--- config.mk ---
export PLATFORM = sky130hd
export DESIGN_NAME = read_ahead_window_cache_core
export DESIGN_NICKNAME = d
export VERILOG_FILES = /design/src/hw/rtl/rawc_pkg.sv /design/src/hw/rtl/rawc_cell.sv /design/src/hw/rtl/read_ahead_window_cache_core.sv
export SDC_FILE = /design/constraint.sdc
export NUM_CORES = 1
export LEC_CHECK = 0
export BUFFER_PORTS_ARGS = -buffer_cell sky130_fd_sc_hd__buf_4
export CAP_MARGIN = 20
export CORE_ASPECT_RATIO = 0.75
export CORE_MARGIN = 5
export CORE_UTILIZATION = 30
export CTS_CLUSTER_SIZE = 25
export DETAILED_ROUTE_END_ITERATION = 12
export GPL_TIMING_DRIVEN = 0
export PLACE_DENSITY = 0.45
export SYNTH_ARGS = -nofsm -noshare
export SYNTH_HDL_FRONTEND = slang
export SYNTH_SLANG_ARGS = --single-unit
--- constraint.sdc ---
create_clock -name clk -period 26.4 [get_ports clk]
set_clock_uncertainty 0.2 [all_clocks]
set_input_delay 2.64 -clock clk [delete_from_list [all_inputs] [get_ports clk]]
set_output_delay 2.64 -clock clk [all_outputs]
set_load 0.01 [all_outputs]
--- src/hw/rtl/rawc_pkg.sv ---
// ----------------------------------------------------------------------------
// rawc_pkg
// Types, widths and codes shared by the read-ahead window cache modules.
// ----------------------------------------------------------------------------
package rawc_pkg;

	localparam int ADDR_W    = 40;
	localparam int LEN_W     = 32;
	localparam int WIN_SHIFT = 16;
	localparam int WIN_COUNT = 4;
	localparam int WIN_IDX_W = $clog2(WIN_COUNT);
	localparam int BASE_W    = ADDR_W - WIN_SHIFT;
	localparam int FILL_W    = WIN_SHIFT + 1;
	localparam int RANK_W    = WIN_IDX_W;

	typedef logic [ADDR_W-1:0]    addr_t;
	typedef logic [LEN_W-1:0]     len_t;
	typedef logic [BASE_W-1:0]    base_t;
	typedef logic [FILL_W-1:0]    fill_t;
	typedef logic [WIN_SHIFT-1:0] off_t;
	typedef logic [RANK_W-1:0]    rank_t;
	typedef logic [WIN_IDX_W-1:0] win_idx_t;

	// A full window, in bytes.
	localparam fill_t WIN_FULL = fill_t'(2 ** WIN_SHIFT);

	typedef enum logic [1:0] {
		ACT_NONE   = 2'd0,
		ACT_DIRECT = 2'd1,
		ACT_HIT    = 2'd2,
		ACT_FILL   = 2'd3
	} action_t;

	typedef enum logic {
		REG_STORE_SIZE = 1'b0,
		REG_READ_AHEAD = 1'b1
	} reg_idx_t;

	typedef enum logic [1:0] {
		ST_IDLE,
		ST_PREP,
		ST_SINGLE,
		ST_SEG
	} state_t;

	// Search result that ripples from cell to cell.
	typedef struct packed {
		logic     hit;
		win_idx_t hit_idx;
		fill_t    hit_fill;
		rank_t    hit_rank;
		logic     free;
		win_idx_t free_idx;
		rank_t    free_rank;
		win_idx_t lru_idx;
		rank_t    lru_rank;
	} chain_t;

	// Address being looked up.
	typedef struct packed {
		base_t base;
		off_t  off;
	} probe_t;

	// Update broadcast to every cell when a segment is issued.
	typedef struct packed {
		logic     en;
		logic     load;
		win_idx_t win;
		base_t    base;
		fill_t    fill;
		rank_t    rank;
	} upd_t;

endpackage

--- src/hw/rtl/rawc_cell.sv ---
// ----------------------------------------------------------------------------
// rawc_cell
// One window slot: tag, fill count and recency rank, plus its link of the
// lookup and replacement search chain.
// ----------------------------------------------------------------------------
module rawc_cell (
	input  logic              clk,
	input  logic              arst_n,
	input  rawc_pkg::win_idx_t idx,
	input  logic              inv,
	input  rawc_pkg::probe_t  probe,
	input  rawc_pkg::upd_t    upd,
	input  rawc_pkg::chain_t  chain_in,
	output rawc_pkg::chain_t  chain_out
);
	import rawc_pkg::*;

	logic  valid_q;
	base_t base_q;
	fill_t fill_q;
	rank_t rank_q;
	logic  match;

	assign match = valid_q && (base_q == probe.base) && ({1'b0, probe.off} < fill_q);

	// Lowest matching and lowest empty slot win; the oldest rank wins on strict greater.
	always_comb begin
		chain_out = chain_in;
		if (!chain_in.hit && match) begin
			chain_out.hit      = 1'b1;
			chain_out.hit_idx  = idx;
			chain_out.hit_fill = fill_q;
			chain_out.hit_rank = rank_q;
		end
		if (!chain_in.free && !valid_q) begin
			chain_out.free      = 1'b1;
			chain_out.free_idx  = idx;
			chain_out.free_rank = rank_q;
		end
		if (rank_q > chain_in.lru_rank) begin
			chain_out.lru_idx  = idx;
			chain_out.lru_rank = rank_q;
		end
	end

	always_ff @(posedge clk or negedge arst_n) begin
		if (!arst_n) begin
			valid_q <= 1'b0;
			base_q  <= '0;
			fill_q  <= '0;
			rank_q  <= rank_t'(idx);
		end else begin
			if (inv) begin
				valid_q <= 1'b0;
			end else if (upd.en && upd.load && (upd.win == idx)) begin
				valid_q <= 1'b1;
				base_q  <= upd.base;
				fill_q  <= upd.fill;
			end
			if (upd.en) begin
				if (upd.win == idx) begin
					rank_q <= '0;
				end else if (rank_q < upd.rank) begin
					rank_q <= rank_q + rank_t'(1);
				end
			end
		end
	end

endmodule

--- src/hw/rtl/read_ahead_window_cache_core.sv ---
// ----------------------------------------------------------------------------
// read_ahead_window_cache_core
// Fully associative read-ahead cache of aligned windows with true LRU ranks.
// ----------------------------------------------------------------------------
//
//  Channel | Signals                                   | Direction
//  --------+-------------------------------------------+----------
//  cfg     | cfg_valid cfg_ready cfg_index cfg_data    | in
//  in      | in_valid in_ready position length uncached| in
//  out     | out_valid out_ready action window_index   | out
//          | fetch_address fill_bytes window_offset    |
//          | segment_bytes last                        |
//
// A request is taken in ST_IDLE, has its length clipped and is classified in
// ST_PREP, then gives its results: one for an empty or direct read, one or
// two for a cached read. No new request is taken before its last result is
// loaded. Each segment updates the LRU ranks before the next is looked up.
// Reset clears every window at once; there is no clearing pass.
// A stalled output holds in its register; the block only waits when a new
// result is ready and the previous one has not been taken.
// ----------------------------------------------------------------------------
module read_ahead_window_cache_core (
	input  logic                  clk,
	input  logic                  arst_n,
	input  logic                  cfg_valid,
	output logic                  cfg_ready,
	input  logic                  cfg_index,
	input  logic [39:0]           cfg_data,
	input  logic                  in_valid,
	output logic                  in_ready,
	input  rawc_pkg::addr_t       position,
	input  rawc_pkg::len_t        length,
	input  logic                  uncached,
	output logic                  out_valid,
	input  logic                  out_ready,
	output logic [1:0]            action,
	output logic [1:0]            window_index,
	output rawc_pkg::addr_t       fetch_address,
	output rawc_pkg::fill_t       fill_bytes,
	output rawc_pkg::off_t        window_offset,
	output rawc_pkg::len_t        segment_bytes,
	output logic                  last
);
	import rawc_pkg::*;

	state_t state_q, state_d;

	addr_t store_size_q;
	logic  read_ahead_q;
	logic  inv;

	// Request registers. pos_q advances to the next window between segments.
	addr_t pos_q;
	len_t  len_q;
	logic  unc_q;
	len_t  req_q;
	logic  empty_q;
	logic  first_q;

	// Output register.
	logic     out_valid_q;
	action_t  out_action_q;
	win_idx_t out_win_q;
	addr_t    out_fetch_q;
	fill_t    out_fill_q;
	off_t     out_off_q;
	len_t     out_seg_q;
	logic     out_last_q;
	logic     out_free;

	// Classification of the request.
	logic [ADDR_W:0] diff;
	logic            prep_empty;
	len_t            prep_req;
	logic            prep_direct;

	// Segment datapath.
	chain_t   chain [WIN_COUNT+1];
	probe_t   probe;
	upd_t     upd;
	logic     seg_hit;
	win_idx_t seg_win;
	rank_t    seg_rank;
	fill_t    seg_fill;
	fill_t    seg_room;
	fill_t    seg_rem;
	fill_t    seg_copy;
	logic     seg_last;

	logic accept_in;
	logic load_single;
	logic load_seg;

	assign cfg_ready = 1'b1;
	assign inv       = cfg_valid && (cfg_index == REG_STORE_SIZE);

	always_ff @(posedge clk or negedge arst_n) begin
		if (!arst_n) begin
			store_size_q <= '0;
			read_ahead_q <= 1'b0;
		end else if (cfg_valid) begin
			case (reg_idx_t'(cfg_index))
				REG_STORE_SIZE: store_size_q <= cfg_data;
				REG_READ_AHEAD: read_ahead_q <= cfg_data[0];
				default:        read_ahead_q <= read_ahead_q;
			endcase
		end
	end

	// Clip to the end of the store. The subtract borrow means the position
	// lies beyond the store; a direct read covers anything wider than a window.
	assign diff        = {1'b0, store_size_q} - {1'b0, pos_q};
	assign prep_empty  = (len_q == '0) || diff[ADDR_W] || (diff[ADDR_W-1:0] == '0);
	assign prep_req    = (diff[ADDR_W-1:0] > addr_t'(len_q)) ? len_q : diff[LEN_W-1:0];
	assign prep_direct = !read_ahead_q || unc_q || (prep_req > len_t'(WIN_FULL));

	// Cell chain: lookup, first empty slot and least recently used slot.
	assign probe.base = pos_q[ADDR_W-1:WIN_SHIFT];
	assign probe.off  = pos_q[WIN_SHIFT-1:0];
	assign chain[0]   = '0;

	for (genvar i = 0; i < WIN_COUNT; i++) begin : g_cell
		rawc_cell u_cell (
			.clk      (clk),
			.arst_n   (arst_n),
			.idx      (win_idx_t'(i)),
			.inv      (inv),
			.probe    (probe),
			.upd      (upd),
			.chain_in (chain[i]),
			.chain_out(chain[i+1])
		);
	end

	always_comb begin
		seg_hit = chain[WIN_COUNT].hit;
		if (seg_hit) begin
			seg_win  = chain[WIN_COUNT].hit_idx;
			seg_rank = chain[WIN_COUNT].hit_rank;
			seg_fill = chain[WIN_COUNT].hit_fill;
		end else begin
			if (chain[WIN_COUNT].free) begin
				seg_win  = chain[WIN_COUNT].free_idx;
				seg_rank = chain[WIN_COUNT].free_rank;
			end else begin
				seg_win  = chain[WIN_COUNT].lru_idx;
				seg_rank = chain[WIN_COUNT].lru_rank;
			end
			// The segment starts below the store's end, so a window sharing the
			// store's last window number is filled only up to that end.
			if (store_size_q[ADDR_W-1:WIN_SHIFT] > probe.base) begin
				seg_fill = WIN_FULL;
			end else begin
				seg_fill = {1'b0, store_size_q[WIN_SHIFT-1:0]};
			end
		end
		seg_room = seg_fill - {1'b0, probe.off};
		seg_rem  = req_q[FILL_W-1:0];
		seg_copy = (seg_room < seg_rem) ? seg_room : seg_rem;
		seg_last = (seg_room >= seg_rem) || !first_q;
	end

	assign upd.en   = load_seg;
	assign upd.load = !seg_hit;
	assign upd.win  = seg_win;
	assign upd.base = probe.base;
	assign upd.fill = seg_fill;
	assign upd.rank = seg_rank;

	// Control.
	assign out_free = !out_valid_q || out_ready;

	always_comb begin
		state_d     = state_q;
		in_ready    = 1'b0;
		accept_in   = 1'b0;
		load_single = 1'b0;
		load_seg    = 1'b0;
		case (state_q)
			ST_IDLE: begin
				in_ready  = 1'b1;
				accept_in = in_valid;
				if (in_valid) begin
					state_d = ST_PREP;
				end
			end
			ST_PREP: begin
				state_d = (prep_empty || prep_direct) ? ST_SINGLE : ST_SEG;
			end
			ST_SINGLE: begin
				if (out_free) begin
					load_single = 1'b1;
					state_d     = ST_IDLE;
				end
			end
			ST_SEG: begin
				if (out_free) begin
					load_seg = 1'b1;
					if (seg_last) begin
						state_d = ST_IDLE;
					end
				end
			end
			default: state_d = ST_IDLE;
		endcase
	end

	always_ff @(posedge clk or negedge arst_n) begin
		if (!arst_n) begin
			state_q <= ST_IDLE;
		end else begin
			state_q <= state_d;
		end
	end

	always_ff @(posedge clk) begin
		if (accept_in) begin
			pos_q <= position;
			len_q <= length;
			unc_q <= uncached;
		end else if (load_seg) begin
			pos_q <= {probe.base + base_t'(1), off_t'(0)};
		end
		if (state_q == ST_PREP) begin
			empty_q  <= prep_empty;
			req_q    <= prep_req;
			first_q  <= 1'b1;
		end else if (load_seg) begin
			req_q   <= req_q - len_t'(seg_copy);
			first_q <= 1'b0;
		end
	end

	always_ff @(posedge clk or negedge arst_n) begin
		if (!arst_n) begin
			out_valid_q <= 1'b0;
		end else if (load_single || load_seg) begin
			out_valid_q <= 1'b1;
		end else if (out_ready) begin
			out_valid_q <= 1'b0;
		end
	end

	always_ff @(posedge clk) begin
		if (load_single) begin
			out_action_q <= empty_q ? ACT_NONE : ACT_DIRECT;
			out_win_q    <= '0;
			out_fetch_q  <= empty_q ? addr_t'(0) : pos_q;
			out_fill_q   <= '0;
			out_off_q    <= '0;
			out_seg_q    <= empty_q ? len_t'(0) : req_q;
			out_last_q   <= 1'b1;
		end else if (load_seg) begin
			out_action_q <= seg_hit ? ACT_HIT : ACT_FILL;
			out_win_q    <= seg_win;
			out_fetch_q  <= seg_hit ? addr_t'(0) : {probe.base, off_t'(0)};
			out_fill_q   <= seg_hit ? fill_t'(0) : seg_fill;
			out_off_q    <= probe.off;
			out_seg_q    <= len_t'(seg_copy);
			out_last_q   <= seg_last;
		end
	end

	assign out_valid     = out_valid_q;
	assign action        = out_action_q;
	assign window_index  = out_win_q;
	assign fetch_address = out_fetch_q;
	assign fill_bytes    = out_fill_q;
	assign window_offset = out_off_q;
	assign segment_bytes = out_seg_q;
	assign last          = out_last_q;

endmodule

==> results_dict.tcl <==
set metrics [dict create \
    status "completed" \
    synth_edf_count 180 \
    drive_above_1_share_pct 16.5 \
    yosys.area.top_type "dfrtp_1" \
    die_area_mm2 0.0974 \
    grt_overflow 0 \
    finalCriticalPeriod_ns 13.89 \
    ys_seq_elements 437 \
    grt_pass1_wl_mm 148 \
    clk_transition_reported_paths_ns 0.07 \
    grt_pass1_vias 22200 \
    synth_ff_type "dfrtp_1" \
    fin_area_mm2 0.0325 \
    ys_async_sr_fraction_pct 50.3 \
    required_ns 26.67 \
    finalPower_mw 4.64 \
    worstSetupEndpointType "flop" \
    dieWidth_um 359 \
    place_congestion 0.894 \
    syn_inst 2770 \
    cts_buffer_depth 3 \
    ys_seq_area_share_pct 42.6 \
    via_count 22400 \
    startpoint_type "flop" \
    cts_setup_buffers 0 \
    fillCellCount 9056 \
    num_rows 95 \
    multi_input_area_mm2 0.0142 \
    setup_violations 0 \
    maxCapViolCount 0 \
    drv_slew 0 \
    fin_crit_sh_pct 52.6 \
    fin_tns_setup_ns 0 \
    ff_latch_area_mm2 0.0117 \
    slew_headroom_pct 26.9 \
    dr.first_iter.drc_count 1899 \
    fin_util_pct 36.2 \
    wl_per_cell_um 23.4 \
    synth_nets 3087 \
    timing.rr.start "pos_q[27]" \
    hp-class "reg -> reg" \
    dr.pass1.iters 5 \
    placed_area_mm2 0.0307 \
    vias_per_cell 5.20 \
    clk_latency_ns 0.63 \
    cts_tree "built" \
    portBuffers 230 \
    routed_wirelength_mm 101 \
    most-common-layout-cells "nand2_1, buf_4, dfrtp_1" \
    slowest_stage "clkbuf_1" \
    critical_path.startpoint "pos_q[27]" \
    rsz0062_at_grt "no" \
    fp.dieH_um 271 \
    synth_area_leaders "dfrtp_1, edfxtp_1, ha_1" \
    critPathKind "reg -> reg" \
    ys_types 96 \
    cts_resized 0 \
    critical_path.max_stage_delay_ns 0.82 \
    synth-warning-count 0 \
    grt_max_degree 115 \
    clock-sinks 437 \
    vdd.ir_drop.worst_mv 0.0932 \
    finalHoldViolCount 0 \
    nets 3379 \
    worstMarginPinSlew_ns 1.10 \
    cts_hold_buf 0 \
    powerDensity_mw_per_mm2 142 \
    leakage_nw 14.3 \
    numCtsBuffers 50 \
    min_from "window_index[0]" \
    num_io_pins 232 \
    start_util_pct 30.4 \
    antenna_found_initial 5 \
    cts_max_level 2 \
    cp_max_fo 10 \
    fmax_mhz 72.0 \
    dp_hpwl_mm 77.9 \
    synth_top_area_share_pct 19.8 \
    synth_area_mm2 0.0273 \
    syn2layout_area_growth_pct 19.0 \
    grt.total_usage_pct 20.2 \
    cts-root-buf "clkbuf_16" \
    route.detailed.drc 0 \
    design.core.area_mm2 0.0900 \
    layout.cells.most_common "nand2_1" \
    crit_arrival_ns 14.16 \
    avgSynthCellArea_um2 9.87 \
    antenna_left 0 \
]
power by group:
group | switching [mW] | internal, mW
Clock | 0.325 | 0.431
Combinational | 1.65 | 1.02
Sequential | 0.184 | 1.03
metrics by stage:
step                      worst slack [ns]  hold WS (ns)  instances
after floorplan                      16.58         0.240       2770
after global placement               12.90         0.258       4212
after detailed placement             12.80         0.256       4219
after CTS                            12.68         0.271       4313
after global routing                 11.66         0.301       4317
final                                12.51         0.264       4317
metal layers:
layer	up-vias	wire length [um]	global-route usage, %
met4	4	1710	4.02
li1	10500	-	-
met3	98	8260	4.70
met2	784	39500	27.8
met5	-	27	0
met1	11100	51300	31.7
synthesized netlist by cell type, types with 25 or more instances:
master	count
a21o_1	55
a21oi_1	186
and2_1	27
and3_1	28
clkbuf_1	87
dfrtp_1	216
dfxtp_1	37
edfxtp_1	180
ha_1	195
inv_1	185
mux2_1	61
mux2_2	68
mux2_4	40
mux2i_1	35
nand2_1	326
nand2b_1	25
nand3_1	71
nand4_1	48
nor2_1	157
nor3_1	44
nor4_1	32
o21ai_0	136
or3_1	25
xnor2_1	105
xor2_1	75
state kept, by name, indices dropped and copies added, names as in the netlist, 4 cells and up:
register	flops
fetch_address	40
fill_bytes	17
g_cell.u_cell.base_q	96
g_cell.u_cell.fill_q	68
g_cell.u_cell.rank_q	8
g_cell.u_cell.valid_q	4
len_q	32
pos_q	40
req_q	32
segment_bytes	32
store_size_q	40
window_offset	16
kinds of logic after synthesis:
family / Yosys count / synth area share (%)
AOI/OAI and AO/OA: 574 / 13.2
xor gates and xnor gates: 180 / 5.77
adders and majority gates: 198 / 9.14
buffers and inverters: 324 / 5.36
DFF: 437 / 42.6
muxes: 204 / 8.79
other: 1 / 0.0137
and+or+nand+nor: 852 / 15.1
worst max-delay path, delay by kind of cell (launching register included):
family,cells,cell delay (ns)
AOI/OAI and AO/OA,20,5.12
xor gates and xnor gates,1,0.58
adders and majority gates,5,1.58
buffers and inverters,9,2.92
DFF,1,0.32
muxes,1,0.33
and+or+nand+nor,9,2.65
final cells by class:
class	instances	share of cell area [%]
multi-input combinational	2009	43.7
timing repair buffer	240	5.82
inverter	187	2.17
buffer	137	2.35
antenna	1	0.00769
tap	1212	4.66
sequential	437	35.8
clock buffer	62	4.17
clock inverter	32	1.25
path summary, 6_finish.rpt:
kind	slack, ns	to	cells past startpoint
min reg2reg	0.26	window_index[0]	2
min in group asynchronous	1.62	store_size_q[6]	1
max in group asynchronous	23.06	g_cell[2].u_cell.base_q[22]	3
min	0.26	window_index[0]	2
max reg2reg	12.51	req_q[24]	45
max	12.51	req_q[24]	45
Power figures use the tool's default switching activity.
